==> src/hw/rtl/lcws_pkg.sv <==
package lcws_pkg;

  // Window sizes and trim
  localparam int LONG_DEPTH     = 64;
  localparam int SHORT_DEPTH    = 8;
  localparam int TRIM_EACH_SIDE = 2;

  // Field widths
  localparam int RAW_W      = 24;
  localparam int NET_W      = RAW_W + 1;
  localparam int TIME_W     = 32;
  localparam int CPK_W      = 32;
  localparam int MS_W       = 16;
  localparam int WT_W       = 48;
  localparam int SPR_W      = 47;
  localparam int CFG_IDX_W  = 8;
  localparam int CFG_DATA_W = 32;

  // Ring addressing and counts
  localparam int LONG_AW   = (LONG_DEPTH > 1) ? $clog2(LONG_DEPTH) : 1;
  localparam int SHORT_AW  = (SHORT_DEPTH > 1) ? $clog2(SHORT_DEPTH) : 1;
  localparam int MAX_DEPTH = (LONG_DEPTH > SHORT_DEPTH) ? LONG_DEPTH : SHORT_DEPTH;
  localparam int CW        = $clog2(MAX_DEPTH + 1);
  localparam int SUM_W     = NET_W + CW;
  localparam int SQ_W      = 64;

  // Serial arithmetic units
  localparam int MUL_A_W    = 64;
  localparam int MUL_B_W    = 32;
  localparam int MUL_CNT_W  = $clog2(MUL_B_W);
  localparam int ROOT_W     = 56;
  localparam int RAD_W      = 2 * ROOT_W;
  localparam int SQ_CNT_W   = $clog2(ROOT_W);
  localparam int NUM_W      = 57;
  localparam int DEN_W      = 40;
  localparam int DIV_CNT_W  = $clog2(NUM_W);
  localparam int FRAC_SHIFT = 24;
  localparam int FRAC_PAD   = RAD_W - SQ_W;

  localparam logic [NUM_W-1:0] POS_MAX = NUM_W'(48'h7FFF_FFFF_FFFF);
  localparam logic [NUM_W-1:0] NEG_MAG = NUM_W'(48'h8000_0000_0000);

  // Register indexes and reset values
  localparam logic [CFG_IDX_W-1:0] REG_TARE     = 8'd0;
  localparam logic [CFG_IDX_W-1:0] REG_CPK      = 8'd1;
  localparam logic [CFG_IDX_W-1:0] REG_STALE    = 8'd2;
  localparam logic [CFG_IDX_W-1:0] REG_INTERVAL = 8'd3;

  localparam logic [RAW_W-1:0] TARE_RESET     = '0;
  localparam logic [CPK_W-1:0] CPK_RESET      = 32'd256;
  localparam logic [MS_W-1:0]  STALE_RESET    = 16'd10000;
  localparam logic [MS_W-1:0]  INTERVAL_RESET = 16'd5000;

  typedef struct packed {
    logic clear;
    logic push;
    logic start;
    logic sel_long;
  } win_ctl_t;

  typedef struct packed {
    logic          done;
    logic [CW-1:0] long_fill;
    logic [CW-1:0] trim_cnt;
  } win_stat_t;

endpackage

==> src/hw/rtl/lcws_mul.sv <==
module lcws_mul (
  input  logic                        clk,
  input  logic                        rst,
  input  logic                        start,
  input  logic [lcws_pkg::MUL_A_W-1:0] a,
  input  logic [lcws_pkg::MUL_B_W-1:0] b,
  output logic                        done,
  output logic [lcws_pkg::MUL_A_W-1:0] p
);
  import lcws_pkg::*;

  logic                 busy;
  logic [MUL_CNT_W-1:0] cnt;
  logic [MUL_A_W-1:0]   ma;
  logic [MUL_B_W-1:0]   mb;
  logic [MUL_A_W-1:0]   acc;

  // Shift-add, one multiplier bit per cycle
  always_ff @(posedge clk) begin
    if (rst) begin
      busy <= 1'b0;
      done <= 1'b0;
      cnt  <= '0;
    end else begin
      done <= busy && (cnt == MUL_CNT_W'(MUL_B_W - 1));
      if (start) begin
        busy <= 1'b1;
        cnt  <= '0;
      end else if (busy) begin
        cnt <= cnt + 1'b1;
        if (cnt == MUL_CNT_W'(MUL_B_W - 1)) begin
          busy <= 1'b0;
        end
      end
    end
  end

  always_ff @(posedge clk) begin
    if (start) begin
      ma  <= a;
      mb  <= b;
      acc <= '0;
    end else if (busy) begin
      if (mb[0]) begin
        acc <= acc + ma;
      end
      ma <= {ma[MUL_A_W-2:0], 1'b0};
      mb <= {1'b0, mb[MUL_B_W-1:1]};
    end
  end

  assign p = acc;
endmodule

==> config.mk <==
export PLATFORM = sky130hd
export DESIGN_NAME = lcws_mul
export DESIGN_NICKNAME = d
export VERILOG_FILES = /design/src/hw/rtl/lcws_pkg.sv /design/src/hw/rtl/lcws_mul.sv
export SDC_FILE = /design/constraint.sdc
export NUM_CORES = 1
export LEC_CHECK = 0
export BUFFER_PORTS_ARGS = -buffer_cell sky130_fd_sc_hd__buf_4
export CORE_AREA = 2 2 206 208
export DETAILED_ROUTE_END_ITERATION = 6
export DIE_AREA = 0 0 208 210
export PLACE_DENSITY_LB_ADDON = 0.3
export SYNTH_ARGS = -nofsm -noshare
export SYNTH_HDL_FRONTEND = slang
export SYNTH_SLANG_ARGS = --single-unit
==> constraint.sdc <==
create_clock -name clk -period 10.35 [get_ports clk]
set_input_delay 2.07 -clock clk [delete_from_list [all_inputs] [get_ports clk]]
set_output_delay 2.07 -clock clk [all_outputs]
set_load 0.05 [all_outputs]
# Word-level counts from Yosys, hierarchy flattened
# Cells that the tools add are included.
totals:
  regBits: 167
  mem_count: 0
  out_inout_bits: 65
  inputBits: 99
  latchBits: 0
  ramBits: 0
  rom_bits: 0
  elab_cells: 20
op_classes:
  order_cmp: 0
  div_mod_pow: 0
  eq_ne: 1
  n_mux: 7
  n_bitwise: 0
  addsub: 2
  n_reduce_logical: 4
  shifts: 0
  multipliers: 0
op_table:
  columns: ["cell", "n"]
  rows:
  - ["2-to-1 mux 64 bit", 2]
  - ["adder 64 bit", 1]
  - ["2-to-1 mux 32 bit", 2]
  - ["adder 5 x 1 -> 5 bit, second input constant", 1]
  - ["equality test 5 bit, second input constant", 1]
  - ["2-to-1 mux 1 bit", 3]
  - ["AND reduction 2 bit", 1]
  - ["nonzero test 2 bit", 1]
  - ["OR reduction 2 bit", 1]
  - ["logical AND 1 bit", 1]

# Logic depth before layout (Yosys ltp)
depth:
  word_depth: 4
  depth_mapped: 12
  mapped_depth_nobuf: 12

# Least setup slack after synthesis
# OpenSTA, ideal clock, no wires.
synth_path:
  path_kind: "input to register"
  startpoint: "input port start"
  endpoint: "register ma[0] (enable)"
  setup_ps: 414
  required_time_ps: 9936
  setup_slack_ps: 5824
  cell_stages: 4
  path_buffers: 3
  arrival_ps: 4113
  cell_sequence: "clkbuf_1 clkbuf_1 clkbuf_1 or2_2"
synth_via:
  elab_chain_cells: 1
synth_lines:
  columns: ["item", "line", "source"]
  rows:
  - ["start: declaration", "lcws_mul.sv:4", "input logic start,"]
  - ["nonzero test 2 bit (no source line)", null, null]
  - ["end signal: assignment", "lcws_mul.sv:47", "ma <= {ma[MUL_A_W-2:0], 1'b0};"]
  - ["end: declaration", "lcws_mul.sv:14", "logic [MUL_A_W-1:0] ma;"]
# No other way between the ends.
# A chain may end at the register's enable or synchronous reset.

# Worst setup path after layout
layout_path:
  startpoint: "input port start"
  endpoint: "register ma[24] (enable)"
# The elaborated chain is that of the path after synthesis.

==> impl_metrics.json <==
{
  "status": "finished, final reports clean",
  "area_growth_syn_to_layout_pct": 22.4,
  "slew_headroom_pct": 40.0,
  "ant_nets": 0,
  "period_share_pct": 39.7,
  "grt_max_degree": 94,
  "multi_input_area_mm2": 0.00570,
  "path_class": "primary input to flip-flop",
  "clk_pin_slew_ns": 0.07,
  "rr_worst_depth": 12,
  "avgSynthCellArea_um2": 9.66,
  "ys_ff_latch": 167,
  "dieArea_mm2": 0.0437,
  "nets": 1360,
  "power.total_mw": 2.03,
  "ys_types": 68,
  "via_per_inst": 4.81,
  "die_x_um": 208,
  "cts_setup_buffers": 0,
  "skew_ns": 0.0144,
  "ctsHoldBuffers": 0,
  "die_h_um": 210,
  "portBuffers": 163,
  "post_drt_wl_per_cell_um": 17.1,
  "dr.first_iter.drc_count": 533,
  "cts_tree": "yes",
  "hold_start": "p[41]$_SDFFE_PP0P_",
  "power_leakage_nw": 5.25,
  "yosys_warnings": 0,
  "core_mm2": 0.0415,
  "hp-class": "flip-flop to flip-flop",
  "gp_congestion": 0.827,
  "synth_area_mm2": 0.0103,
  "final_common_cell": "buf_4",
  "max_cap_viol_count": 0,
  "rows": 75,
  "async_reset_ff_share_pct": 0,
  "max_freq_mhz": 243,
  "cts_root_buf": "clkbuf_16",
  "diodes": 0,
  "report.final.hold_viol_count": 0,
  "vias": 8411,
  "ioPinCount": 164,
  "drive_above_1_share_pct": 25.3,
  "syn_inst": 1065,
  "crit_fanout": 93,
  "regArea_mm2": 0.00430,
  "hold_end": "p[41]$_SDFFE_PP0P_",
  "holdWs_ns": 0.473,
  "synthesis.nets": 1230,
  "antenna_found_initial": 0,
  "cp-startpoint": "start",
  "synth_edf_count": 96,
  "h-tree-depth": 4,
  "clkSinkCount": 167,
  "grt_pass1_wl_mm": 47.0,
  "cp.required_ns": 10.42,
  "final_util_pct": 30.3,
  "clk-insertion-delay-late_ns": 0.45,
  "power_density_mw_per_mm2": 161,
  "cts_max_path_buffers": 2,
  "crit_path_start_kind": "primary input",
  "timing.rr.start": "ma[0]$_SDFFCE_PN0P_",
  "track_usage_pct": 13.7,
  "numCtsBuffers": 17,
  "arrival_ns": 4.18,
  "finalSetupViolations": 0,
  "final-max-slew-violation-count": 0,
  "dr.pass1.iters": 6,
  "drc": 0,
  "cts.repair.resized": 0,
  "rsz0062_at_grt": "false",
  "synth-main-ff-cell": "edfxtp_1",
  "start_util_pct": 24.8,
  "mostFrequentLayoutCells": "buf_4 (166), nand2_1 (135), a21oi_1 (115)",
  "wl_mm": 29.8,
  "r2r-end": "p[58]$_SDFFE_PP0P_",
  "dpl.hpwl_mm": 22.1,
  "setup_tns_ns": 0,
  "worstMarginPinSlew_ns": 0.900,
  "ir_drop_mv": 0.104,
  "cp-end-kind": "flip-flop",
  "fin_crit_ns": 4.11,
  "hold_depth": 2,
  "grt_pass1_vias": 8480,
  "fillers": 4391,
  "ys_seq_area_share_pct": 41.8,
  "grt_overflow_total": 0,
  "r2r_slack_ns": 6.35
}
worst max path at each step:
stage | endpoint | slack [ns] | cells past startpoint
3_5_place_dp | ma[41]$_DFFE_PP_ | 5.68 | 3
4_1_cts | ma[54]$_DFFE_PP_ | 6.17 | 3
6_report | ma[24]$_DFFE_PP_ | 6.24 | 3
3_3_place_gp | ma[34]$_DFFE_PP_ | 5.74 | 3
5_1_grt | ma[25]$_DFFE_PP_ | 6.08 | 3
2_1_floorplan | ma[0]$_SDFFCE_PN0P_ | 5.82 | 4
worst max-delay path: stages:
cell	delay (ns)
buf_6	0.56
or2_4	0.69
buf_4	0.70
cell families (layout without fill, tap and decap cells):
logic type | after synthesis | in the layout | share of synthesized area [%]
compound gates | 283 | 283 | 17.3
xor+xnor | 48 | 48 | 4.09
fa+ha+maj | 66 | 66 | 8.10
buf+inv | 76 | 219 | 2.80
flops | 167 | 167 | 41.8
mux | 97 | 97 | 10.6
simple gates | 328 | 328 | 15.3
Yosys cell counts, types with 4 or more instances:
cell      instances  area (µm²)
nor2b_1           6        37.5
clkbuf_1         50         188
nor3_1           23         115
o21bai_1         11        82.6
a21o_1           42         315
ha_1             65         813
dfxtp_1          71        1420
a21boi_0          6        45.0
nand2_1         136         510
and2_1           10        62.6
o211ai_1          6        45.0
nand3_1          27         135
a22o_1            5        43.8
or4_1             6        45.0
or2_2             4        25.0
xnor2_1          31         272
o21ai_1           5        25.0
nand4_1          21         131
a211oi_1         10        75.1
xor2_1           17         149
or3_1             7        43.8
a21oi_1         115         576
o21ai_0          34         170
nor2_1           50         188
nand2b_1          6        37.5
edfxtp_1         96        2880
o31ai_1           4        30.0
a31oi_1          13        81.3
and3_1           13        81.3
buf_1             4        15.0
mux2_2           94        1060
inv_1            20        75.1
power by group:
group / total [mW] / switching, mW / internal [mW]
clock network: 0.646 / 0.285 / 0.361
logic: 0.564 / 0.342 / 0.221
registers: 0.818 / 0.0423 / 0.776
total: 2.03 / 0.670 / 1.36
per-stage QoR:
stage                     instance area, µm²  setup WS, ns  cells
final                                  12600          6.24   1747
after global routing                   12600          6.08   1747
after CTS                              12600          6.17   1747
after detailed placement               12000          5.68   1715
after global placement                 12000          5.74   1715
after floorplan                        10300          5.82   1065
layout make-up:
class	instances	share of cell area, %
clock buffer	20	3.55
clock inverter	12	1.02
inverter	20	0.596
multi-input combinational	822	45.3
sequential	167	34.2
tap	539	5.36
timing repair buffer	167	9.99
state kept, by name (all words and copies together), names as in the netlist:
name	count
ma	64
busy	1
done	1
p	64
cnt	5
mb	32
metal layers:
| layer | GRT usage (%) | wire, µm | up-vias | share of wire (%) |
|---|---|---|---|---|
| met3 | 2.56 | 981 | 27 | 3.3 |
| met1 | 17.7 | 13900 | 4016 | 47 |
| met5 | 0 | 0 | - | 0 |
| met2 | 23.0 | 14500 | 162 | 49 |
| met4 | 4.30 | 444 | 0 | 1.5 |
| li1 | - | - | 4206 | - |
No activity file was read; power rests on OpenSTA's default activity.
