`src/hw/rtl/lcws_pkg.sv`:
```
package lcws_pkg;

  // Window sizes and trim
  localparam int LONG_DEPTH     = 64;
  localparam int SHORT_DEPTH    = 8;
  localparam int TRIM_EACH_SIDE = 2;

  // Field widths
  localparam int RAW_W      = 24;
  localparam int NET_W      = RAW_W + 1;
  localparam int TIME_W     = 32;
  localparam int CPK_W      = 32;
  localparam int MS_W       = 16;
  localparam int WT_W       = 48;
  localparam int SPR_W      = 47;
  localparam int CFG_IDX_W  = 8;
  localparam int CFG_DATA_W = 32;

  // Ring addressing and counts
  localparam int LONG_AW   = (LONG_DEPTH > 1) ? $clog2(LONG_DEPTH) : 1;
  localparam int SHORT_AW  = (SHORT_DEPTH > 1) ? $clog2(SHORT_DEPTH) : 1;
  localparam int MAX_DEPTH = (LONG_DEPTH > SHORT_DEPTH) ? LONG_DEPTH : SHORT_DEPTH;
  localparam int CW        = $clog2(MAX_DEPTH + 1);
  localparam int SUM_W     = NET_W + CW;
  localparam int SQ_W      = 64;

  // Serial arithmetic units
  localparam int MUL_A_W    = 64;
  localparam int MUL_B_W    = 32;
  localparam int MUL_CNT_W  = $clog2(MUL_B_W);
  localparam int ROOT_W     = 56;
  localparam int RAD_W      = 2 * ROOT_W;
  localparam int SQ_CNT_W   = $clog2(ROOT_W);
  localparam int NUM_W      = 57;
  localparam int DEN_W      = 40;
  localparam int DIV_CNT_W  = $clog2(NUM_W);
  localparam int FRAC_SHIFT = 24;
  localparam int FRAC_PAD   = RAD_W - SQ_W;

  localparam logic [NUM_W-1:0] POS_MAX = NUM_W'(48'h7FFF_FFFF_FFFF);
  localparam logic [NUM_W-1:0] NEG_MAG = NUM_W'(48'h8000_0000_0000);

  // Register indexes and reset values
  localparam logic [CFG_IDX_W-1:0] REG_TARE     = 8'd0;
  localparam logic [CFG_IDX_W-1:0] REG_CPK      = 8'd1;
  localparam logic [CFG_IDX_W-1:0] REG_STALE    = 8'd2;
  localparam logic [CFG_IDX_W-1:0] REG_INTERVAL = 8'd3;

  localparam logic [RAW_W-1:0] TARE_RESET     = '0;
  localparam logic [CPK_W-1:0] CPK_RESET      = 32'd256;
  localparam logic [MS_W-1:0]  STALE_RESET    = 16'd10000;
  localparam logic [MS_W-1:0]  INTERVAL_RESET = 16'd5000;

  typedef struct packed {
    logic clear;
    logic push;
    logic start;
    logic sel_long;
  } win_ctl_t;

  typedef struct packed {
    logic          done;
    logic [CW-1:0] long_fill;
    logic [CW-1:0] trim_cnt;
  } win_stat_t;

endpackage

```
`src/hw/rtl/lcws_sqrt.sv`:
```
module lcws_sqrt (
  input  logic                       clk,
  input  logic                       rst,
  input  logic                       start,
  input  logic [lcws_pkg::SQ_W-1:0]   d,
  output logic                       done,
  output logic [lcws_pkg::ROOT_W-1:0] root
);
  import lcws_pkg::*;

  logic                busy;
  logic [SQ_CNT_W-1:0] cnt;
  logic [RAD_W-1:0]    rad;
  logic [ROOT_W+1:0]   rem;
  logic [ROOT_W+3:0]   r2;
  logic [ROOT_W+3:0]   tst;
  logic                fits;

  // Radicand is d scaled by 2^48; two radicand bits enter per cycle
  assign r2   = {rem, rad[RAD_W-1:RAD_W-2]};
  assign tst  = {2'b00, root, 2'b01};
  assign fits = r2 >= tst;

  always_ff @(posedge clk) begin
    if (rst) begin
      busy <= 1'b0;
      done <= 1'b0;
      cnt  <= '0;
    end else begin
      done <= busy && (cnt == SQ_CNT_W'(ROOT_W - 1));
      if (start) begin
        busy <= 1'b1;
        cnt  <= '0;
      end else if (busy) begin
        cnt <= cnt + 1'b1;
        if (cnt == SQ_CNT_W'(ROOT_W - 1)) begin
          busy <= 1'b0;
        end
      end
    end
  end

  always_ff @(posedge clk) begin
    if (start) begin
      rad  <= {d, {FRAC_PAD{1'b0}}};
      rem  <= '0;
      root <= '0;
    end else if (busy) begin
      rad  <= {rad[RAD_W-3:0], 2'b00};
      rem  <= fits ? (ROOT_W + 2)'(r2 - tst) : (ROOT_W + 2)'(r2);
      root <= {root[ROOT_W-2:0], fits};
    end
  end
endmodule

```
`config.mk`:
```
export PLATFORM = sky130hd
export DESIGN_NAME = lcws_sqrt
export DESIGN_NICKNAME = d
export VERILOG_FILES = /design/src/hw/rtl/lcws_pkg.sv /design/src/hw/rtl/lcws_sqrt.sv
export SDC_FILE = /design/constraint.sdc
export NUM_CORES = 1
export LEC_CHECK = 0
export ABC_AREA = 1
export BUFFER_PORTS_ARGS = -buffer_cell sky130_fd_sc_hd__buf_2
export CAP_MARGIN = 10
export CORE_MARGIN = 1
export CORE_UTILIZATION = 45
export CTS_CLUSTER_DIAMETER = 200
export DETAILED_ROUTE_END_ITERATION = 7
export HOLD_SLACK_MARGIN = 0.08
export PLACE_DENSITY = 0.74
export SLEW_MARGIN = 20
export SYNTH_ARGS = -nofsm -noshare
export SYNTH_HDL_FRONTEND = slang
export SYNTH_SLANG_ARGS = --single-unit
```
`constraint.sdc`:
```
create_clock -name clk -period 4.1 [get_ports clk]
set_clock_uncertainty 0.05 [all_clocks]
set_input_delay 0.82 -clock clk [delete_from_list [all_inputs] [get_ports clk]]
set_output_delay 0.82 -clock clk [all_outputs]
set_load 0.05 [all_outputs]
```
Word level (Yosys, flattened, before mapping)
Cells that the tools add are included.
{"block": "classes", "magnitude_cmp": 1, "muxes": 6, "n_eq_ne": 1, "n_addsub": 2, "n_reduce_logical": 3}
{"op": "112-bit 2-to-1 mux", "n": 2}
{"op": "60-bit by 58-bit greater-or-equal comparator with 1-bit output", "n": 1}
{"op": "58-bit 2-to-1 mux", "n": 1}
{"op": "58-bit subtractor", "n": 1}
{"op": "6-bit by 1-bit adder with 6-bit output, second input constant", "n": 1}
{"op": "6-bit equality test, second input constant", "n": 1}
{"op": "1-bit 2-to-1 mux", "n": 3}
{"op": "2-bit nonzero test", "n": 1}
{"op": "2-bit OR reduction", "n": 1}
{"op": "1-bit logical AND", "n": 1}
{"block": "totals", "reg_bits": 186, "out_inout_bits": 57, "inputBits": 67}

Logic depth before layout (Yosys ltp)
Gate-level depths: netlist of the first run.
{"block": "logic_depth", "word_depth": 4, "mapped_depth": 18}

Worst setup path before layout of the first run
No wires, ideal clock.
{"block": "synth_timing", "path_type": "input to register", "start": "input port start", "end": "register rad[100] (enable)", "path_buffers": 2, "stages": 4, "path_slack_ps": 386, "arrival_ps": 3210, "cell_sequence": "clkbuf_1 > nor2_1 > inv_1 > clkbuf_1"}
{"block": "synth_via", "elab_chain_len": 1}
{"element": "from (decl)", "line": "lcws_sqrt.sv:4", "rtl": "input logic start,"}
{"element": "2-bit nonzero test (no line)"}
{"element": "to (signal assigned)", "line": "lcws_sqrt.sv:45", "rtl": "rad <= {d, {FRAC_PAD{1'b0}}};"}
{"element": "to (signal assigned)", "line": "lcws_sqrt.sv:49", "rtl": "rad <= {rad[RAD_W-3:0], 2'b00};"}
{"element": "to (decl)", "line": "lcws_sqrt.sv:13", "rtl": "logic [RAD_W-1:0] rad;"}
Every way passes these cells.
A chain may end at the register's enable or synchronous reset.

Worst setup path after layout of the first run
{"block": "layout_timing", "start": "register root[4] (netlist bit)", "end": "register rem[1]"}
{"block": "layout_via", "elab_chain_len": 2}
{"element": "from (decl)", "line": "lcws_sqrt.sv:7", "rtl": "output logic [lcws_pkg::ROOT_W-1:0] root"}
{"element": "from (signal assigned)", "line": "lcws_sqrt.sv:51", "rtl": "root <= {root[ROOT_W-2:0], fits};"}
{"element": "60-bit by 58-bit greater-or-equal comparator with 1-bit output", "line": "lcws_sqrt.sv:22", "rtl": "assign fits = r2 >= tst;"}
{"element": "58-bit 2-to-1 mux", "line": "lcws_sqrt.sv:50", "rtl": "rem <= fits ? (ROOT_W + 2)'(r2 - tst) : (ROOT_W + 2)'(r2);"}
{"element": "to (signal assigned)", "line": "lcws_sqrt.sv:50"}
{"element": "to (decl)", "line": "lcws_sqrt.sv:14", "rtl": "logic [ROOT_W+1:0] rem;"}
Every way passes these cells.

==> qor.yml, run 1 <==
reg2reg_from: "root[4]"
ant_nets: 0
dr.pass1.iters: 5
crit_cells: 14
worstSetupPathType: "flip-flop to flip-flop"
track_usage: 0.266
hold_path.class: "flip-flop to flip-flop"
area_delta_synth_final_pct: 11.7
synth_top_family_by_area: "simple AND/OR/NAND/NOR gates"
drv_slew: 0
drv_cap: 0
hold-path-endpoint: "rem[34]"
antenna_found_initial: 0
rrSetupSlack_ns: 0.92
antenna_cells: 0
hpwl_mm: 28.5
seq_area_frac_synth: 0.352
start_kind: "flip-flop"
wl_met3_mm: 3.02
remaining_drc_errors: 0
cts_buffers: 17
clkTransAtPathRegs_ns: 0.08
overflow: 0
cts_root_buf: "clkbuf_16"
reg2reg_to: "rem[1]"
outcome: "finished clean"
drtIter0Drc: 876
cpLargestDelayFamily: "simple AND/OR/NAND/NOR gates"
synth_cell_types: 45
via_count: 12200
hold_depth: 2
postCtsResizedCells: 0
fp.dieW_um: 168
synth-compound-area-share: 0.0891
grt_pass1_vias: 11400
cp_slowest_cell: "nor2_1"
avgSynthCellArea_um2: 6.40
rows: 60
endpoint_kind: "flip-flop"
syn_nets: 2065
critPathRequiredTime_ns: 4.39
cp.arrival_ns: 3.47
ys_ff_latch: 186
synth_mux_area_frac: 0
synth_simple_gate_area_frac: 0.356
layout_common_cells: "nand2_1, inv_1, nor2_1"
grt_max_degree: 69
io_buffer_count: 123
critPathMaxFanout: 32
post_drt_wl_per_cell_um: 15.4
place.gp.congestion: 1.04
cts_tree: "done"
layout.nets: 2167
finalSetupTns_ns: 0
drt-total-wl_mm: 37.0
post_drt_via_cell_ratio: 5.09
slew_headroom: 0.404
synth_cells: 1939
core_area_um2: 27000
cts_max_level: 4
die_h_um: 168
postCtsSetupBuffers: 0
clock_path_buffers: 2
wl_met2_mm: 16.4
period_share: 0.776
grt_pass1_wl_mm: 58.6
synth-edff-count: 64
initial_core_util: 0.459
drt-met1-wl_mm: 16.9
fin_crit_ns: 3.18
slowest_delay_ns: 0.41
fmax_ghz: 0.314
clk_latency_ns: 0.45
ys.flop_type: "dfxtp_1"
hold_buffers: 0
dr.max_layer_used: "met4"
synth_xor_xnor_area_share: 0.0198
critical_path_buf_inv_count: 2
crit_top_cell: "nand2_1"
crit_chain: "inv_1 > ha_1 > nand2_1 > nor2_1 > nand4_1 > nand3_2 > nand2_1 > nand2_2 > nand3_4 > nand2_4 > buf_4 > nand2_1 > o211ai_1 > nand2_1"
final_common_cell: "nand2_1"
dieArea_um2: 28200
async_flop_share: 0
rsz0062_at_grt: "false"
synth_area_um2: 12400
yosysWarningCount: 0
final_hold_viol_count: 0
rr_worst_depth: 14
synth_fa_ha_area_frac: 0.0595
io_pins: 124
clkSinkCount: 186
worst_pin_slew_ns: 0.895
setup_violations: 0
drive_gt1_frac: 0.108
hold_start: "rem[34]"
[cells by family after synthesis]
family,count (synthesis)
AOI/OAI and AO/OA,192
xor gates and xnor gates,28
adders and majority gates,59
buffers and inverters,390
DFF,186
and+or+nand+nor,1084
[metal layers]
layer  vias to the layer above  global-route usage
met5                         -                   0
met4                         0              0.0680
met3                        56              0.0489
met2                       457               0.432
met1                      5440               0.365
li1                       6228                   -
[cells in the mapped netlist, types with 2 or more instances]
library cell	count	area [µm²]
buf_6	4	45.0
nor3b_1	3	22.5
clkbuf_1	35	131
buf_4	4	30.0
o21ai_0	34	170
nor2_1	151	567
buf_1	4	15.0
nand3_1	79	395
xnor2_1	24	210
nor2_4	3	33.8
nor3_1	21	105
or2_1	5	31.3
nand2_2	5	31.3
ha_1	59	738
or2_2	2	12.5
nand4_1	16	100
xor2_1	4	35.0
buf_2	2	10.0
nand3_2	7	70.1
o22ai_1	55	344
a21oi_1	58	290
nand2_1	774	2910
a21oi_2	5	43.8
nand3b_1	4	30.0
nor2_2	5	31.3
dfxtp_1	122	2440
buf_8	2	30.0
inv_2	22	82.6
nor4_1	2	12.5
or2_0	2	12.5
o21ai_1	17	85.1
inv_1	316	1190
o21bai_1	10	75.1
o211ai_1	9	67.6
edfxtp_1	64	1920
[registers in the layout (all words and copies together), names as in the netlist]
| signal | flops |
|---|---|
| rad | 64 |
| rem | 58 |
| root | 56 |
| cnt | 6 |
| busy | 1 |
| done | 1 |
[worst max-delay path by stage]
| stage | end | from | slack (ns) |
|---|---|---|---|
| 2_1_floorplan | rad[100] | start | 0.39 |
| 3_3_place_gp | rem[2] | root[4] | 1.0 |
| 3_5_place_dp | rem[2] | root[4] | 0.98 |
| 4_1_cts | rem[1] | root[4] | 0.95 |
| 5_1_grt | rem[1] | root[43] | 0.70 |
| 6_report | rem[1] | root[4] | 0.92 |
[worst register-to-register path: cells and delay by family, from the launching register on]
| family | cells | cell delay [ns] |
|---|---|---|
| buf+inv | 2 | 0.47 |
| flops | 1 | 0.32 |
| fa+ha+maj | 1 | 0.35 |
| compound gates | 1 | 0.11 |
| simple gates | 10 | 1.77 |
[cell type report]
cell class,instances,area (µm²)
clock buffer,18,429
clock inverter,14,151
multi-input combinational,1363,6520
fill,2784,13200
sequential,186,4360
tap,341,427
timing repair buffer,134,698
inverter,339,1280
[stage by stage]
step	instances	hold slack (ns)	util	setup WS (ns)	area [µm²]
final	2395	0.430	0.513	0.917	13900
after detailed placement	2363	0.412	0.492	0.982	13300
after CTS	2395	0.429	0.513	0.946	13900
after global placement	2363	0.409	0.492	0.998	13300
after global routing	2395	0.437	0.513	0.699	13900
after floorplan	1939	0.393	-	0.386	12400
Power of run 1 is not shown: default switching activity piles up to over one toggle a cycle in this logic, so the estimate is an artifact.
==> run 2, diff against run 1 <==
--- a/config.mk
+++ b/config.mk
@@ -13,7 +13,7 @@
 export CTS_CLUSTER_DIAMETER = 200
 export DETAILED_ROUTE_END_ITERATION = 7
 export HOLD_SLACK_MARGIN = 0.08
-export PLACE_DENSITY = 0.74
+export PLACE_DENSITY = 0.77
 export SLEW_MARGIN = 20
 export SYNTH_ARGS = -nofsm -noshare
 export SYNTH_HDL_FRONTEND = slang
==> constraint.sdc (replaced) <==
create_clock -name clk -period 2.58 [get_ports clk]
set_clock_uncertainty 0.05 [all_clocks]
set_input_delay 0.516 -clock clk [delete_from_list [all_inputs] [get_ports clk]]
set_output_delay 0.516 -clock clk [all_outputs]
set_load 0.05 [all_outputs]
==> qor.yml, run 2 (synthesis results as in run 1) <==
critPathRequiredTime_ns: 2.86  # was 4.39 ns
io_pins: 124  # unchanged
n_fill_cell: 2600  # was 2784
cts_root_buf: "clkbuf_16"  # unchanged
utilization: 0.579  # was 0.513
whs_ns: 0.201  # was 0.430 ns
outcome: "finished clean"  # unchanged
setup_violations: 0  # unchanged
grt_pass1_wl_mm: 62.7  # was 58.6 mm
slowest_delay_ns: 0.35  # was 0.41 ns
core_area_um2: 27000  # unchanged
final_common_cell: "nand2_1"  # unchanged
endpoint_kind: "flip-flop"  # unchanged
multi_input_area_um2: 7210  # was 6520 µm²
track_usage: 0.289  # was 0.266
hold_path.class: "input pin to flip-flop"  # was flip-flop to flip-flop
worstSetupPathType: "flip-flop to flip-flop"  # unchanged
hpwl_mm: 31.9  # was 28.5 mm
cts_tree: "done"  # unchanged
finalSetupTns_ns: 0  # unchanged
worst_pin_slew_ns: 0.885  # was 0.895 ns
ant_nets: 0  # unchanged
critical_path_buf_inv_count: 5  # was 2
period_share: 0.977  # was 0.776
largest_register_ffs: 64  # unchanged
drtIter0Drc: 1043  # was 876
drt-met1-wl_mm: 19.0  # was 16.9 mm
drt-total-wl_mm: 42.1  # was 37.0 mm
area_delta_synth_final_pct: 26.0  # was 11.7%
initial_core_util: 0.459  # unchanged
drive_gt1_frac: 0.212  # was 0.108
dieArea_um2: 28200  # unchanged
place.gp.congestion: 0.999  # was 1.04
crit_chain: "inv_1 > ha_1 > buf_4 > a21oi_1 > nand2_1 > a21oi_1 > nand3_2 > nor2_4 > buf_12 > buf_6 > nand2_4 > buf_4 > o211ai_1 > nand2_1"  # was inv_1 > ha_1 > nand2_1 > nor2_1 > nand4_1 > nand3_2 > nand2_1 > nand2_2 > nand3_4 > nand2_4 > buf_4 > nand2_1 > o211ai_1 > nand2_1
slew_headroom: 0.410  # was 0.404
die_h_um: 168  # unchanged
wl_met2_mm: 18.4  # was 16.4 mm
layout.nets: 2287  # was 2167
rows: 60  # unchanged
critPathMaxFanout: 7  # was 32
cpLargestDelayFamily: "buffers and inverters"  # was simple AND/OR/NAND/NOR gates
final_hold_viol_count: 0  # unchanged
remaining_drc_errors: 0  # unchanged
fin_crit_ns: 2.52  # was 3.18 ns
drv_slew: 0  # unchanged
clk_latency_ns: 0.45  # about the same
seq_area_um2: 4380  # was 4360 µm²
cts_buffers: 17  # unchanged
fmax_ghz: 0.397  # was 0.314 GHz
clkTransAtPathRegs_ns: 0.08  # about the same
io_buffer_count: 123  # unchanged
cp_slowest_cell: "dfxtp_1"  # was nor2_1
cp.arrival_ns: 2.80  # was 3.47 ns
clock_path_buffers: 2  # unchanged
largestRegisters: "rad (64), rem (58), root (56)"  # unchanged
overflow: 0  # unchanged
post_drt_via_cell_ratio: 5.16  # was 5.09
grt_pass1_vias: 12000  # was 11400
drv_cap: 0  # unchanged
start_kind: "flip-flop"  # unchanged
hold_buffers: 0  # unchanged
clkSinkCount: 186  # unchanged
largest_register: "rad"  # unchanged
dr.pass1.iters: 8  # was 5
antenna_found_initial: 1  # was 0
layout_common_cells: "nand2_1, inv_1, nor2_1"  # unchanged
dr.max_layer_used: "met4"  # unchanged
post_drt_wl_per_cell_um: 16.7  # was 15.4 µm
via_count: 13000  # was 12200
wl_met3_mm: 3.25  # was 3.02 mm
cts_max_level: 4  # unchanged
fp.dieW_um: 168  # unchanged
grt_max_degree: 69  # unchanged
run 2: metal layers:
layer	vias up	global-route usage
met5	-	0
met4	0	0.109
met3	75	0.0491
met2	462	0.447
met1	5961	0.401
li1	6477	-
run 2: worst paths after layout:
kind | startpoint | end | slack [ns] | cells after the start
max | root[55] | rem[23] | 0.06 | 14
min | rst | busy | 0.20 | 2
max reg2reg | root[55] | rem[23] | 0.06 | 14
min reg2reg | rem[2] | rem[2] | 0.43 | 2
run 2: through the flow:
stage,area [µm²],worst slack [ns],instances
floorplan,12400,0.00135,1939
global placement,14100,-0.0969,2462
detailed placement,14100,-0.0793,2462
CTS,14700,0.00501,2494
global route,15600,-0.0367,2515
finish,15600,0.0602,2516
run 2: area by class of cell:
cell class / instances / share of cell area
Multi-Input combinational cell: 1366 / 0.461
Sequential cell: 186 / 0.280
Timing Repair Buffer: 251 / 0.110
Inverter: 339 / 0.0816
Tap cell: 341 / 0.0273
Clock buffer: 17 / 0.0272
Clock inverter: 15 / 0.0120
Antenna cell: 1 / 0.000160
run 2: repair_timing:
| action | 4_1_cts | 5_1_grt |
|---|---|---|
| buffers inserted | 0 | 14 |
| gates cloned | 0 | 7 |
| pin swaps | 0 | 18 |
| endpoints found under the setup margin | 16 | 56 |
| endpoints found under the hold margin | 0 | 0 |
| resized for setup | 8 | 127 |
run 2: worst reg2reg max path, cell delays in order, from the launching register on:
cell and delay (ns):
dfxtp_1 0.35, inv_1 0.06, ha_1 0.30, buf_4 0.14, a21oi_1 0.14, nand2_1 0.08
a21oi_1 0.23, nand3_2 0.13, nor2_4 0.14, buf_12 0.14, buf_6 0.11, nand2_4 0.08
buf_4 0.15, o211ai_1 0.24, nand2_1 0.08
Power of run 2 is left out for the same reason.
