<file path="src/hw/rtl/lcws_pkg.sv">
package lcws_pkg;

  // Window sizes and trim
  localparam int LONG_DEPTH     = 64;
  localparam int SHORT_DEPTH    = 8;
  localparam int TRIM_EACH_SIDE = 2;

  // Field widths
  localparam int RAW_W      = 24;
  localparam int NET_W      = RAW_W + 1;
  localparam int TIME_W     = 32;
  localparam int CPK_W      = 32;
  localparam int MS_W       = 16;
  localparam int WT_W       = 48;
  localparam int SPR_W      = 47;
  localparam int CFG_IDX_W  = 8;
  localparam int CFG_DATA_W = 32;

  // Ring addressing and counts
  localparam int LONG_AW   = (LONG_DEPTH > 1) ? $clog2(LONG_DEPTH) : 1;
  localparam int SHORT_AW  = (SHORT_DEPTH > 1) ? $clog2(SHORT_DEPTH) : 1;
  localparam int MAX_DEPTH = (LONG_DEPTH > SHORT_DEPTH) ? LONG_DEPTH : SHORT_DEPTH;
  localparam int CW        = $clog2(MAX_DEPTH + 1);
  localparam int SUM_W     = NET_W + CW;
  localparam int SQ_W      = 64;

  // Serial arithmetic units
  localparam int MUL_A_W    = 64;
  localparam int MUL_B_W    = 32;
  localparam int MUL_CNT_W  = $clog2(MUL_B_W);
  localparam int ROOT_W     = 56;
  localparam int RAD_W      = 2 * ROOT_W;
  localparam int SQ_CNT_W   = $clog2(ROOT_W);
  localparam int NUM_W      = 57;
  localparam int DEN_W      = 40;
  localparam int DIV_CNT_W  = $clog2(NUM_W);
  localparam int FRAC_SHIFT = 24;
  localparam int FRAC_PAD   = RAD_W - SQ_W;

  localparam logic [NUM_W-1:0] POS_MAX = NUM_W'(48'h7FFF_FFFF_FFFF);
  localparam logic [NUM_W-1:0] NEG_MAG = NUM_W'(48'h8000_0000_0000);

  // Register indexes and reset values
  localparam logic [CFG_IDX_W-1:0] REG_TARE     = 8'd0;
  localparam logic [CFG_IDX_W-1:0] REG_CPK      = 8'd1;
  localparam logic [CFG_IDX_W-1:0] REG_STALE    = 8'd2;
  localparam logic [CFG_IDX_W-1:0] REG_INTERVAL = 8'd3;

  localparam logic [RAW_W-1:0] TARE_RESET     = '0;
  localparam logic [CPK_W-1:0] CPK_RESET      = 32'd256;
  localparam logic [MS_W-1:0]  STALE_RESET    = 16'd10000;
  localparam logic [MS_W-1:0]  INTERVAL_RESET = 16'd5000;

  typedef struct packed {
    logic clear;
    logic push;
    logic start;
    logic sel_long;
  } win_ctl_t;

  typedef struct packed {
    logic          done;
    logic [CW-1:0] long_fill;
    logic [CW-1:0] trim_cnt;
  } win_stat_t;

endpackage

</file>
<file path="src/hw/rtl/lcws_ram.sv">
module lcws_ram #(
  parameter int WIDTH = 25,
  parameter int DEPTH = 64
) (
  input  logic                                      clk,
  input  logic                                      we,
  input  logic [((DEPTH > 1) ? $clog2(DEPTH) : 1)-1:0] waddr,
  input  logic [WIDTH-1:0]                          wdata,
  input  logic [((DEPTH > 1) ? $clog2(DEPTH) : 1)-1:0] raddr,
  output logic [WIDTH-1:0]                          rdata
);
  logic [WIDTH-1:0] mem [DEPTH];

  always_ff @(posedge clk) begin
    if (we) begin
      mem[waddr] <= wdata;
    end
    rdata <= mem[raddr];
  end
endmodule

</file>
<file path="src/hw/rtl/lcws_mul.sv">
module lcws_mul (
  input  logic                        clk,
  input  logic                        rst,
  input  logic                        start,
  input  logic [lcws_pkg::MUL_A_W-1:0] a,
  input  logic [lcws_pkg::MUL_B_W-1:0] b,
  output logic                        done,
  output logic [lcws_pkg::MUL_A_W-1:0] p
);
  import lcws_pkg::*;

  logic                 busy;
  logic [MUL_CNT_W-1:0] cnt;
  logic [MUL_A_W-1:0]   ma;
  logic [MUL_B_W-1:0]   mb;
  logic [MUL_A_W-1:0]   acc;

  // Shift-add, one multiplier bit per cycle
  always_ff @(posedge clk) begin
    if (rst) begin
      busy <= 1'b0;
      done <= 1'b0;
      cnt  <= '0;
    end else begin
      done <= busy && (cnt == MUL_CNT_W'(MUL_B_W - 1));
      if (start) begin
        busy <= 1'b1;
        cnt  <= '0;
      end else if (busy) begin
        cnt <= cnt + 1'b1;
        if (cnt == MUL_CNT_W'(MUL_B_W - 1)) begin
          busy <= 1'b0;
        end
      end
    end
  end

  always_ff @(posedge clk) begin
    if (start) begin
      ma  <= a;
      mb  <= b;
      acc <= '0;
    end else if (busy) begin
      if (mb[0]) begin
        acc <= acc + ma;
      end
      ma <= {ma[MUL_A_W-2:0], 1'b0};
      mb <= {1'b0, mb[MUL_B_W-1:1]};
    end
  end

  assign p = acc;
endmodule

</file>
<file path="src/hw/rtl/lcws_window.sv">
module lcws_window (
  input  logic                                 clk,
  input  logic                                 rst,
  input  lcws_pkg::win_ctl_t                   ctl,
  input  logic signed [lcws_pkg::NET_W-1:0]    push_data,
  output lcws_pkg::win_stat_t                  stat,
  output logic signed [lcws_pkg::NET_W-1:0]    median,
  output logic signed [lcws_pkg::SUM_W-1:0]    sum,
  output logic signed [lcws_pkg::SUM_W-1:0]    tsum,
  output logic [lcws_pkg::SQ_W-1:0]            sumsq
);
  import lcws_pkg::*;

  localparam logic [2:0] W_IDLE    = 3'd0;
  localparam logic [2:0] W_FETCH   = 3'd1;
  localparam logic [2:0] W_SWEEP   = 3'd2;
  localparam logic [2:0] W_SQ_GO   = 3'd3;
  localparam logic [2:0] W_SQ_WAIT = 3'd4;

  logic [2:0]             state;
  logic                   sel;
  logic                   done_r;
  logic [LONG_AW-1:0]     long_wpos;
  logic [SHORT_AW-1:0]    short_wpos;
  logic [CW-1:0]          long_fill;
  logic [CW-1:0]          short_fill;
  logic [CW-1:0]          n;
  logic [CW-1:0]          i;
  logic [CW-1:0]          j;
  logic [CW-1:0]          rank;
  logic signed [NET_W-1:0] cand;

  logic [LONG_AW-1:0]     long_raddr;
  logic [SHORT_AW-1:0]    short_raddr;
  logic [NET_W-1:0]       long_rdata;
  logic [NET_W-1:0]       short_rdata;
  logic signed [NET_W-1:0] rd;
  logic [CW-1:0]          jd;
  logic                   less;
  logic                   trim_on;
  logic [CW-1:0]          lo;
  logic [CW-1:0]          hi;
  logic [NET_W-1:0]       cabs;
  logic                   mul_done;
  logic [MUL_A_W-1:0]     mul_p;

  assign long_raddr  = (state == W_FETCH) ? i[LONG_AW-1:0] : j[LONG_AW-1:0];
  assign short_raddr = (state == W_FETCH) ? i[SHORT_AW-1:0] : j[SHORT_AW-1:0];

  lcws_ram #(.WIDTH(NET_W), .DEPTH(LONG_DEPTH)) u_long (
    .clk   (clk),
    .we    (ctl.push),
    .waddr (long_wpos),
    .wdata (push_data),
    .raddr (long_raddr),
    .rdata (long_rdata)
  );

  lcws_ram #(.WIDTH(NET_W), .DEPTH(SHORT_DEPTH)) u_short (
    .clk   (clk),
    .we    (ctl.push),
    .waddr (short_wpos),
    .wdata (push_data),
    .raddr (short_raddr),
    .rdata (short_rdata)
  );

  assign rd = $signed(sel ? long_rdata : short_rdata);

  // Stable rank: ties broken by ring position
  assign jd   = j - 1'b1;
  assign less = (rd < cand) || ((rd == cand) && (jd < i));

  assign trim_on = long_fill > CW'(2 * TRIM_EACH_SIDE);
  assign lo      = trim_on ? CW'(TRIM_EACH_SIDE) : '0;
  assign hi      = trim_on ? long_fill - CW'(TRIM_EACH_SIDE) : long_fill;
  assign cabs    = cand[NET_W-1] ? NET_W'(-cand) : NET_W'(cand);

  lcws_mul u_sq (
    .clk   (clk),
    .rst   (rst),
    .start (state == W_SQ_GO),
    .a     (MUL_A_W'(cabs)),
    .b     (MUL_B_W'(cabs)),
    .done  (mul_done),
    .p     (mul_p)
  );

  // Ring write side
  always_ff @(posedge clk) begin
    if (rst || ctl.clear) begin
      long_wpos  <= '0;
      short_wpos <= '0;
      long_fill  <= '0;
      short_fill <= '0;
    end else if (ctl.push) begin
      long_wpos  <= (long_wpos == LONG_AW'(LONG_DEPTH - 1)) ? '0 : long_wpos + 1'b1;
      short_wpos <= (short_wpos == SHORT_AW'(SHORT_DEPTH - 1)) ? '0 : short_wpos + 1'b1;
      if (long_fill < CW'(LONG_DEPTH)) begin
        long_fill <= long_fill + 1'b1;
      end
      if (short_fill < CW'(SHORT_DEPTH)) begin
        short_fill <= short_fill + 1'b1;
      end
    end
  end

  // Rank sweep: one candidate at a time against every entry
  always_ff @(posedge clk) begin
    if (rst) begin
      state  <= W_IDLE;
      done_r <= 1'b0;
    end else begin
      done_r <= (state == W_SQ_WAIT) && mul_done && (i == n - 1'b1);
      case (state)
        W_IDLE: begin
          if (ctl.start) begin
            state <= W_FETCH;
          end
        end
        W_FETCH: begin
          state <= W_SWEEP;
        end
        W_SWEEP: begin
          if (j == n) begin
            state <= W_SQ_GO;
          end
        end
        W_SQ_GO: begin
          state <= W_SQ_WAIT;
        end
        W_SQ_WAIT: begin
          if (mul_done) begin
            if (i == n - 1'b1) begin
              state <= W_IDLE;
            end else begin
              state <= W_FETCH;
            end
          end
        end
        default: begin
          state <= W_IDLE;
        end
      endcase
    end
  end

  always_ff @(posedge clk) begin
    case (state)
      W_IDLE: begin
        if (ctl.start) begin
          sel   <= ctl.sel_long;
          n     <= ctl.sel_long ? long_fill : short_fill;
          i     <= '0;
          sum   <= '0;
          tsum  <= '0;
          sumsq <= '0;
        end
      end
      W_FETCH: begin
        j    <= '0;
        rank <= '0;
      end
      W_SWEEP: begin
        if (j == '0) begin
          cand <= rd;
        end else if (less) begin
          rank <= rank + 1'b1;
        end
        j <= j + 1'b1;
      end
      W_SQ_GO: begin
        if (rank == (n >> 1)) begin
          median <= cand;
        end
        if ((rank >= lo) && (rank < hi)) begin
          tsum <= tsum + SUM_W'(cand);
        end
        sum <= sum + SUM_W'(cand);
      end
      W_SQ_WAIT: begin
        if (mul_done) begin
          sumsq <= sumsq + mul_p;
          i     <= i + 1'b1;
        end
      end
      default: begin
      end
    endcase
  end

  always_comb begin
    stat.done      = done_r;
    stat.long_fill = long_fill;
    stat.trim_cnt  = hi - lo;
  end
endmodule

</file>
<file path="config.mk">
export PLATFORM = sky130hd
export DESIGN_NAME = lcws_window
export DESIGN_NICKNAME = d
export VERILOG_FILES = /design/src/hw/rtl/lcws_pkg.sv /design/src/hw/rtl/lcws_ram.sv /design/src/hw/rtl/lcws_mul.sv /design/src/hw/rtl/lcws_window.sv
export SDC_FILE = /design/constraint.sdc
export NUM_CORES = 2
export LEC_CHECK = 0
export ABC_AREA = 0
export BUFFER_PORTS_ARGS = -buffer_cell sky130_fd_sc_hd__buf_2
export CORE_MARGIN = 4
export CORE_UTILIZATION = 40
export DETAILED_ROUTE_END_ITERATION = 6
export PLACE_DENSITY_LB_ADDON = 0.05
export SLEW_MARGIN = 20
export SYNTH_ARGS = -nofsm -noshare
export SYNTH_HDL_FRONTEND = slang
export SYNTH_SLANG_ARGS = --single-unit
</file>
<file path="constraint.sdc">
create_clock -name clk -period 6.6 [get_ports clk]
set_clock_uncertainty 0.15 [all_clocks]
set_input_delay 0.99 -clock clk [delete_from_list [all_inputs] [get_ports clk]]
set_output_delay 0.99 -clock clk [all_outputs]
set_load 0.02 [all_outputs]
</file>
* After elaboration in Yosys (flattened, before gate mapping)
Memories as Yosys holds them, arrays and structs flattened. A register that Yosys moved wholly into a read port is not among the register bits. Cells that the tools add are included.
Operators by class: $add $sub $neg 17, multiply operators 0, div/mod/pow operators 0, $lt $le $gt $ge 7, equal/unequal tests 17, shifts and indexed selects 0, mux-type cells 37, bitwise logic cells 0, reduce and logical (&&, ||, !) cells 25
Operators with widths (number):
- 25-bit 2-to-1 mux | 6
- 64-bit adder | 2
- 64-bit 2-to-1 mux | 2
- 32-bit case mux with 2 select lines | 2
- 64-bit case mux with 2 select lines | 1
- 32-bit by 25-bit adder with 32-bit output | 2
- 32-bit 2-to-1 mux | 2
- 7-bit 2-to-1 mux | 6
- 7-bit case mux with 2 select lines | 3
- 7-bit by 1-bit adder with 7-bit output, second input constant | 5
- 25-bit equality test | 1
- 25-bit less-than comparator | 1
- 25-bit negation | 1
- 3-bit 2-to-1 mux | 5
- 3-bit case mux with 5 select lines | 1
- 7-bit equality test | 2
- 7-bit less-than comparator | 2
- 2-bit AND reduction | 7
- 7-bit by 1-bit subtractor with 7-bit output, second input constant | 2
- 6-bit 2-to-1 mux | 2
- 3-bit AND reduction | 4
- 2-bit inequality test, second input constant | 5
- 2-bit nonzero test | 4
- 7-bit by 6-bit equality test with 1-bit output | 1
- other kinds (22) | 34
Storage, ports and cells: register bits after elaboration 394, latch bits 0, memory bits (writable) 1800, memory bits (read-only) 0, bits of input ports 31, output and inout bits 168, word-level logic and storage cells 128, memories 2
Memories:
- u_long.mem | words 64, width 25, read ports 1, clocked after Yosys merged registers in 1, wr ports 1, line lcws_ram.sv:12 | logic [WIDTH-1:0] mem [DEPTH];
- u_short.mem | words 8, width 25, read ports 1, clocked after Yosys merged registers in 1, wr ports 1, line lcws_ram.sv:12

* Depth between registers and ports, before layout
word-level depth 7, depth in mapped cells 15

* Modules after synthesis
From an unflattened synthesis, not the netlist that was laid out.
Unflattened totals: cells, all modules 6042, area total of the unflattened synthesis 98325.6 um2
Modules (own cells, without submodules):
- lcws_ram (u_long) | times used 1, cells each 2850, area an instance 62497.4 um2, seq. area each 48546.6 um2
- lcws_window | times used 1, cells each 1823, area an instance 17341.6 um2, seq. area each 6756.5 um2
- lcws_mul | times used 1, cells each 1041, area an instance 10224.8 um2, seq. area each 4304.1 um2
- lcws_ram (u_short) | times used 1, cells each 328, area an instance 8261.7 um2, seq. area each 6506.2 um2

* Worst setup path after synthesis
OpenSTA, ideal clock, no wires.
kind reg-to-reg, start reg state[1], end reg median[0] (netlist bit) (enable), setup time 0.470 ns, data arrival time 3.654 ns, path slack 2.326 ns, stages on the path, launching flop included 7, buffers on the path 3, clock period less this slack 4.274 ns, cell sequence dfxtp_1 buf_2 and3b_1 clkbuf_1 clkbuf_1 nand4_1 nor4_1
On the way: cells in the longest elaborated chain, start to end 2
RTL lines:
- start, declared | line lcws_window.sv:20 | logic [2:0] state;
- start signal, assigned | line lcws_window.sv:111 | state <= W_IDLE;
- start signal, assigned | line lcws_window.sv:118 | state <= W_FETCH;
- start signal, assigned | line lcws_window.sv:122 | state <= W_SWEEP;
- 3-bit by 2-bit equality test with 1-bit output | line lcws_window.sv:149 | case (state)
- 2-bit AND reduction (no line)
- end signal, assigned | line lcws_window.sv:174 | median <= cand;
- end, declared | line lcws_window.sv:7 | output logic signed [lcws_pkg::NET_W-1:0] median,
Every way passes these cells. A chain may end at the register's enable or synchronous reset.

* Worst setup path in the final report
start reg state[2], end reg u_long.rdata[22] (read register of u_long.mem)
On the way: cells in the longest elaborated chain, start to end 2
RTL lines:
- 3-bit by 1-bit equality test with 1-bit output | line lcws_window.sv:47 | assign long_raddr = (state == W_FETCH) ? i[LONG_AW-1:0] : j[LONG_AW-1:0];
- 6-bit 2-to-1 mux | line lcws_window.sv:47
- end, declared | line lcws_ram.sv:10 | output logic [WIDTH-1:0] rdata
Every way passes these cells.

==> summary.md <==
| Metric | Value |
|---|---|
| Slew @ Worst Pin | `1.103 ns` |
| CTS tree | `done` |
| Simple-Gate Fraction of Synth Area | `about 6.1%` |
| TNS Setup | `0 ns` |
| CP endpoint kind | `register` |
| Final hold slack | `~0.32 ns` |
| Gr ovfl total | `0` |
| Crit path max-delay family | `compound AO/OA/AOI/OAI gates` |
| Mapped Cells | `approximately 6100` |
| Drt pass-1 iters | `7` |
| Max stage delay on crit path | `0.90 ns` |
| Top Ports | `199` |
| CP Cell Sequence | `nor3b_2 > buf_4 > nor2_1 > a21oi_4 > buf_12 > buf_12 > buf_4 > mux4_2 > and2_1 > a211oi_1 > a31oi_1 > a211oi_1 > a21oi_1` |
| Clk sinks | `between 2000 and 2500` |
| Core Region | `roughly 0.24 mm²` |
| Die span in x | `between 500 and 600 µm` |
| Worst slew margin | `26.31%` |
| Sequential share of power | `44.8%` |
| F_max | `roughly 210 MHz` |
| Area of the mapped netlist | `approximately 0.097 mm²` |
| Min cycle time layout | `~4.8 ns` |
| Ys flop type | `edfxtp_1` |
| EDFF count, synth | `between 2000 and 2500` |
| Main combinational cell family by area after synthesis | `multiplexers` |
| Pre-CTS setup slack | `~1.7 ns` |
| Core Rows | `180` |
| Dpl hpwl | `~170000 µm` |
| Post-synthesis mux area share | `11.68%` |
| Pwr per Cell Area | `335.7 mW/mm²` |
| NetSw | `between 10 and 15 mW` |
| Largest area contributor in the netlist | `edfxtp_1` |
| Clk buf depth | `3` |
| Post-synth top area share | `a little under two thirds` |
| Worst path slowest cell | `a211oi_1` |
| # hold bufs at CTS | `0` |
| Layout area overhead | `13.64%` |
| Buffers on Ports | `198` |
| Status | `completed` |
| DRC viols | `0` |
| Routed WL per cell | `28.35 µm` |
| Final worst slack | `1.788 ns` |
| GR Util All Layers | `21.91%` |
| FFs w/ async S/R, synth | `0%` |
| Max Cap Viol | `0` |
| Worst path bufs/invs | `4` |
| Hold Path Class | `in2reg` |
| Pleak | `roughly 37 nW` |
| Setup bufs post-CTS | `0` |
| Synthesized-area fraction occupied by adder cells | `under 10%` |
| Int Pwr | `26.35 mW` |
| Post-synthesis compound-gate area fraction | `under 10%` |
| Final setup viols | `0` |
| Global-route wire length before repair | `around 400000 µm` |
| Total power | `between 30 and 40 mW` |
| Vias in the first global route | `around 56000` |
| Initial Utilization | `40.26%` |
| Skew-Pair Late Insertion Delay | `~0.9 ns` |
| H-Tree Depth | `4` |
| Final Cycle Share | `between 70 and 80%` |
| Worst EP required | `a little over 7 ns` |
| Share of cells above drive strength 1 | `between 20% and 30%` |
| Register bit total from synthesis | `~2200` |
| Via count | `between 50000 and 60000` |
| Sequential area share after synthesis | `around 68%` |
| Logic pwr share | `between 10% and 20%` |
| Total wire length | `between 200000 and 300000 µm` |
| YS warnings | `0` |
| RSZ-0062 raised after global routing | `false` |
| Peak supply drop | `0.2867 mV` |
| RePlAce Congestion | `~0.83` |
| Syn Area/Cell | `15.90 µm²` |
| Resized cells post-CTS | `0` |
| Crit Path Max Fanout | `30` |
| Antenna violations before repair | `23` |
| Crit path kind | `reg2reg` |
| Routed vias/inst | `about 5.6` |
| Sw Share | `between 20% and 30%` |
| Largest net degree at the start of global routing | `100` |
| Slew Viols, Final | `0` |
| Yosys cell types | `82` |
| Post-Synth XOR/XNOR Area | `under 10%` |
| Worst Path Arrival | `5.37 ns` |
| Root Buffer | `clkbuf_16` |
| Initial drt markers | `4986` |
| Remaining antenna violation count after routing | `0` |
| CTS Buf Count | `240` |
| Die height | `500.2 µm` |
| Hold Fails Final Rpt | `0` |
| Die ar. | `about 0.25 mm²` |
| Synthesized Nets | `about 6400` |
| CTS clk-pin slew, worst paths | `roughly 0.060 ns` |
| Synth area leaders | `edfxtp_1, mux4_2, dfxtp_1` |
| Clock network power share | `a little over a third` |
| Nets | `between 6000 and 7000` |
| Startpoint types | `register` |
-- cell usage after synthesis (6+ instances only) --
master,count
a211oi_1,147
a21boi_0,13
a21o_1,115
a21oi_1,335
a221oi_1,7
a311oi_1,53
a31oi_1,79
a41oi_1,6
and2_1,122
and3_1,34
and4_1,7
buf_1,20
buf_2,54
buf_4,31
clkbuf_1,209
dfxtp_1,187
edfxtp_1,2057
ha_1,244
inv_1,109
mux2_2,58
mux2i_1,53
mux4_2,450
nand2_1,465
nand2b_1,37
nand3_1,58
nand4_1,52
nor2_1,382
nor2b_1,24
nor3_1,54
nor4_1,13
o211ai_1,12
o21a_1,63
o21ai_0,114
o21ai_1,10
o21bai_1,30
o31ai_1,23
o41ai_1,6
or2_2,6
or3_1,13
xnor2_1,162
xor2_1,83
-- worst register-to-register path, stage by stage, from the launching register on --
cell,delay (ns)
dfxtp_1,0.45
nor3b_2,0.29
buf_4,0.30
nor2_1,0.11
a21oi_4,0.32
buf_12,0.27
buf_12,0.29
buf_4,0.46
mux4_2,0.54
and2_1,0.16
a211oi_1,0.20
a31oi_1,0.11
a211oi_1,0.90
a21oi_1,0.09
-- stage by stage --
step	util, %	cells	cell area, µm²
finish	45.75	9791	110100
global route	45.74	9786	110100
CTS	45.74	9785	110100
detailed placement	42.56	9336	102500
global placement	42.53	9335	102400
floorplan	-	6096	96920
-- final cells by class --
class | instances | area (µm²)
antenna | 6 | 15.01
fill | 21001 | 130600
multi-input combinational | 3424 | 29990
tap | 3185 | 3985
timing repair buffer | 374 | 2575
clock buffer | 322 | 6558
inverter | 109 | 409.1
sequential | 2244 | 65510
clock inverter | 127 | 1095
-- routing by layer --
layer / vias to the layer above / GRT usage (%) / wire, µm
met3: 338 / 3.656 / 15610
met5: - / 0 / 18
li1: 24588 / - / -
met4: 4 / 6.324 / 7724
met1: 28599 / 30.82 / 123600
met2: 1540 / 35.27 / 130600
-- path summary, 6_finish.rpt --
path,cells past startpoint,slack (ns),start,end
min reg2reg,2,0.34,u_sq.p[4],u_sq.p[4]
max,13,1.79,state[2],u_long.rdata[22]
max reg2reg,13,1.79,state[2],u_long.rdata[22]
min,1,0.32,ctl[0],sel
-- sequential cells by signal, indices dropped and copies added, names as in the netlist, 32 cells and up --
register     flops
sum             32
sumsq           64
tsum            32
u_long.mem    1600
u_short.mem    200
u_sq.ma         64
u_sq.p          64
-- placed cells by master (no fill, tap or decap), types with 61 or more instances in the layout --
master,synthesis,layout
o21ai_0,114,114
a211oi_1,147,138
buf_2,54,198
dfxtp_1,187,186
clkbuf_1,209,61
nand2_1,465,462
clkbuf_16,0,243
a21oi_1,335,334
xor2_1,83,83
ha_1,244,244
nor2_1,382,321
a21o_1,115,115
edfxtp_1,2057,2057
buf_4,31,155
inv_1,109,109
o21a_1,63,63
and2_1,122,121
a31oi_1,79,79
mux4_2,450,450
xnor2_1,162,162
-- kinds of logic (layout without fill, tap and decap cells) --
group	after synthesis	after routing
AND/OR/NAND/NOR	1291	1291
adder cells (fa/ha/maj)	248	248
AO/OA/AOI/OAI	1079	1079
multiplexers	561	561
flip-flops	2244	2244
buffers and inverters	428	932
XOR/XNOR	245	245
other	0	6
-- power by group through the flow --
stage          Clock [mW]  Sequential [mW]  Combinational [mW]
6_report             13.1             16.6                7.28
3_3_place_gp            0             16.9                7.34
3_5_place_dp            0             16.9                7.35
5_1_grt              14.1             16.6                7.92
4_1_cts              13.5             16.6                7.37
2_1_floorplan           0             16.6                4.87
No activity file was read; power rests on OpenSTA's default activity.
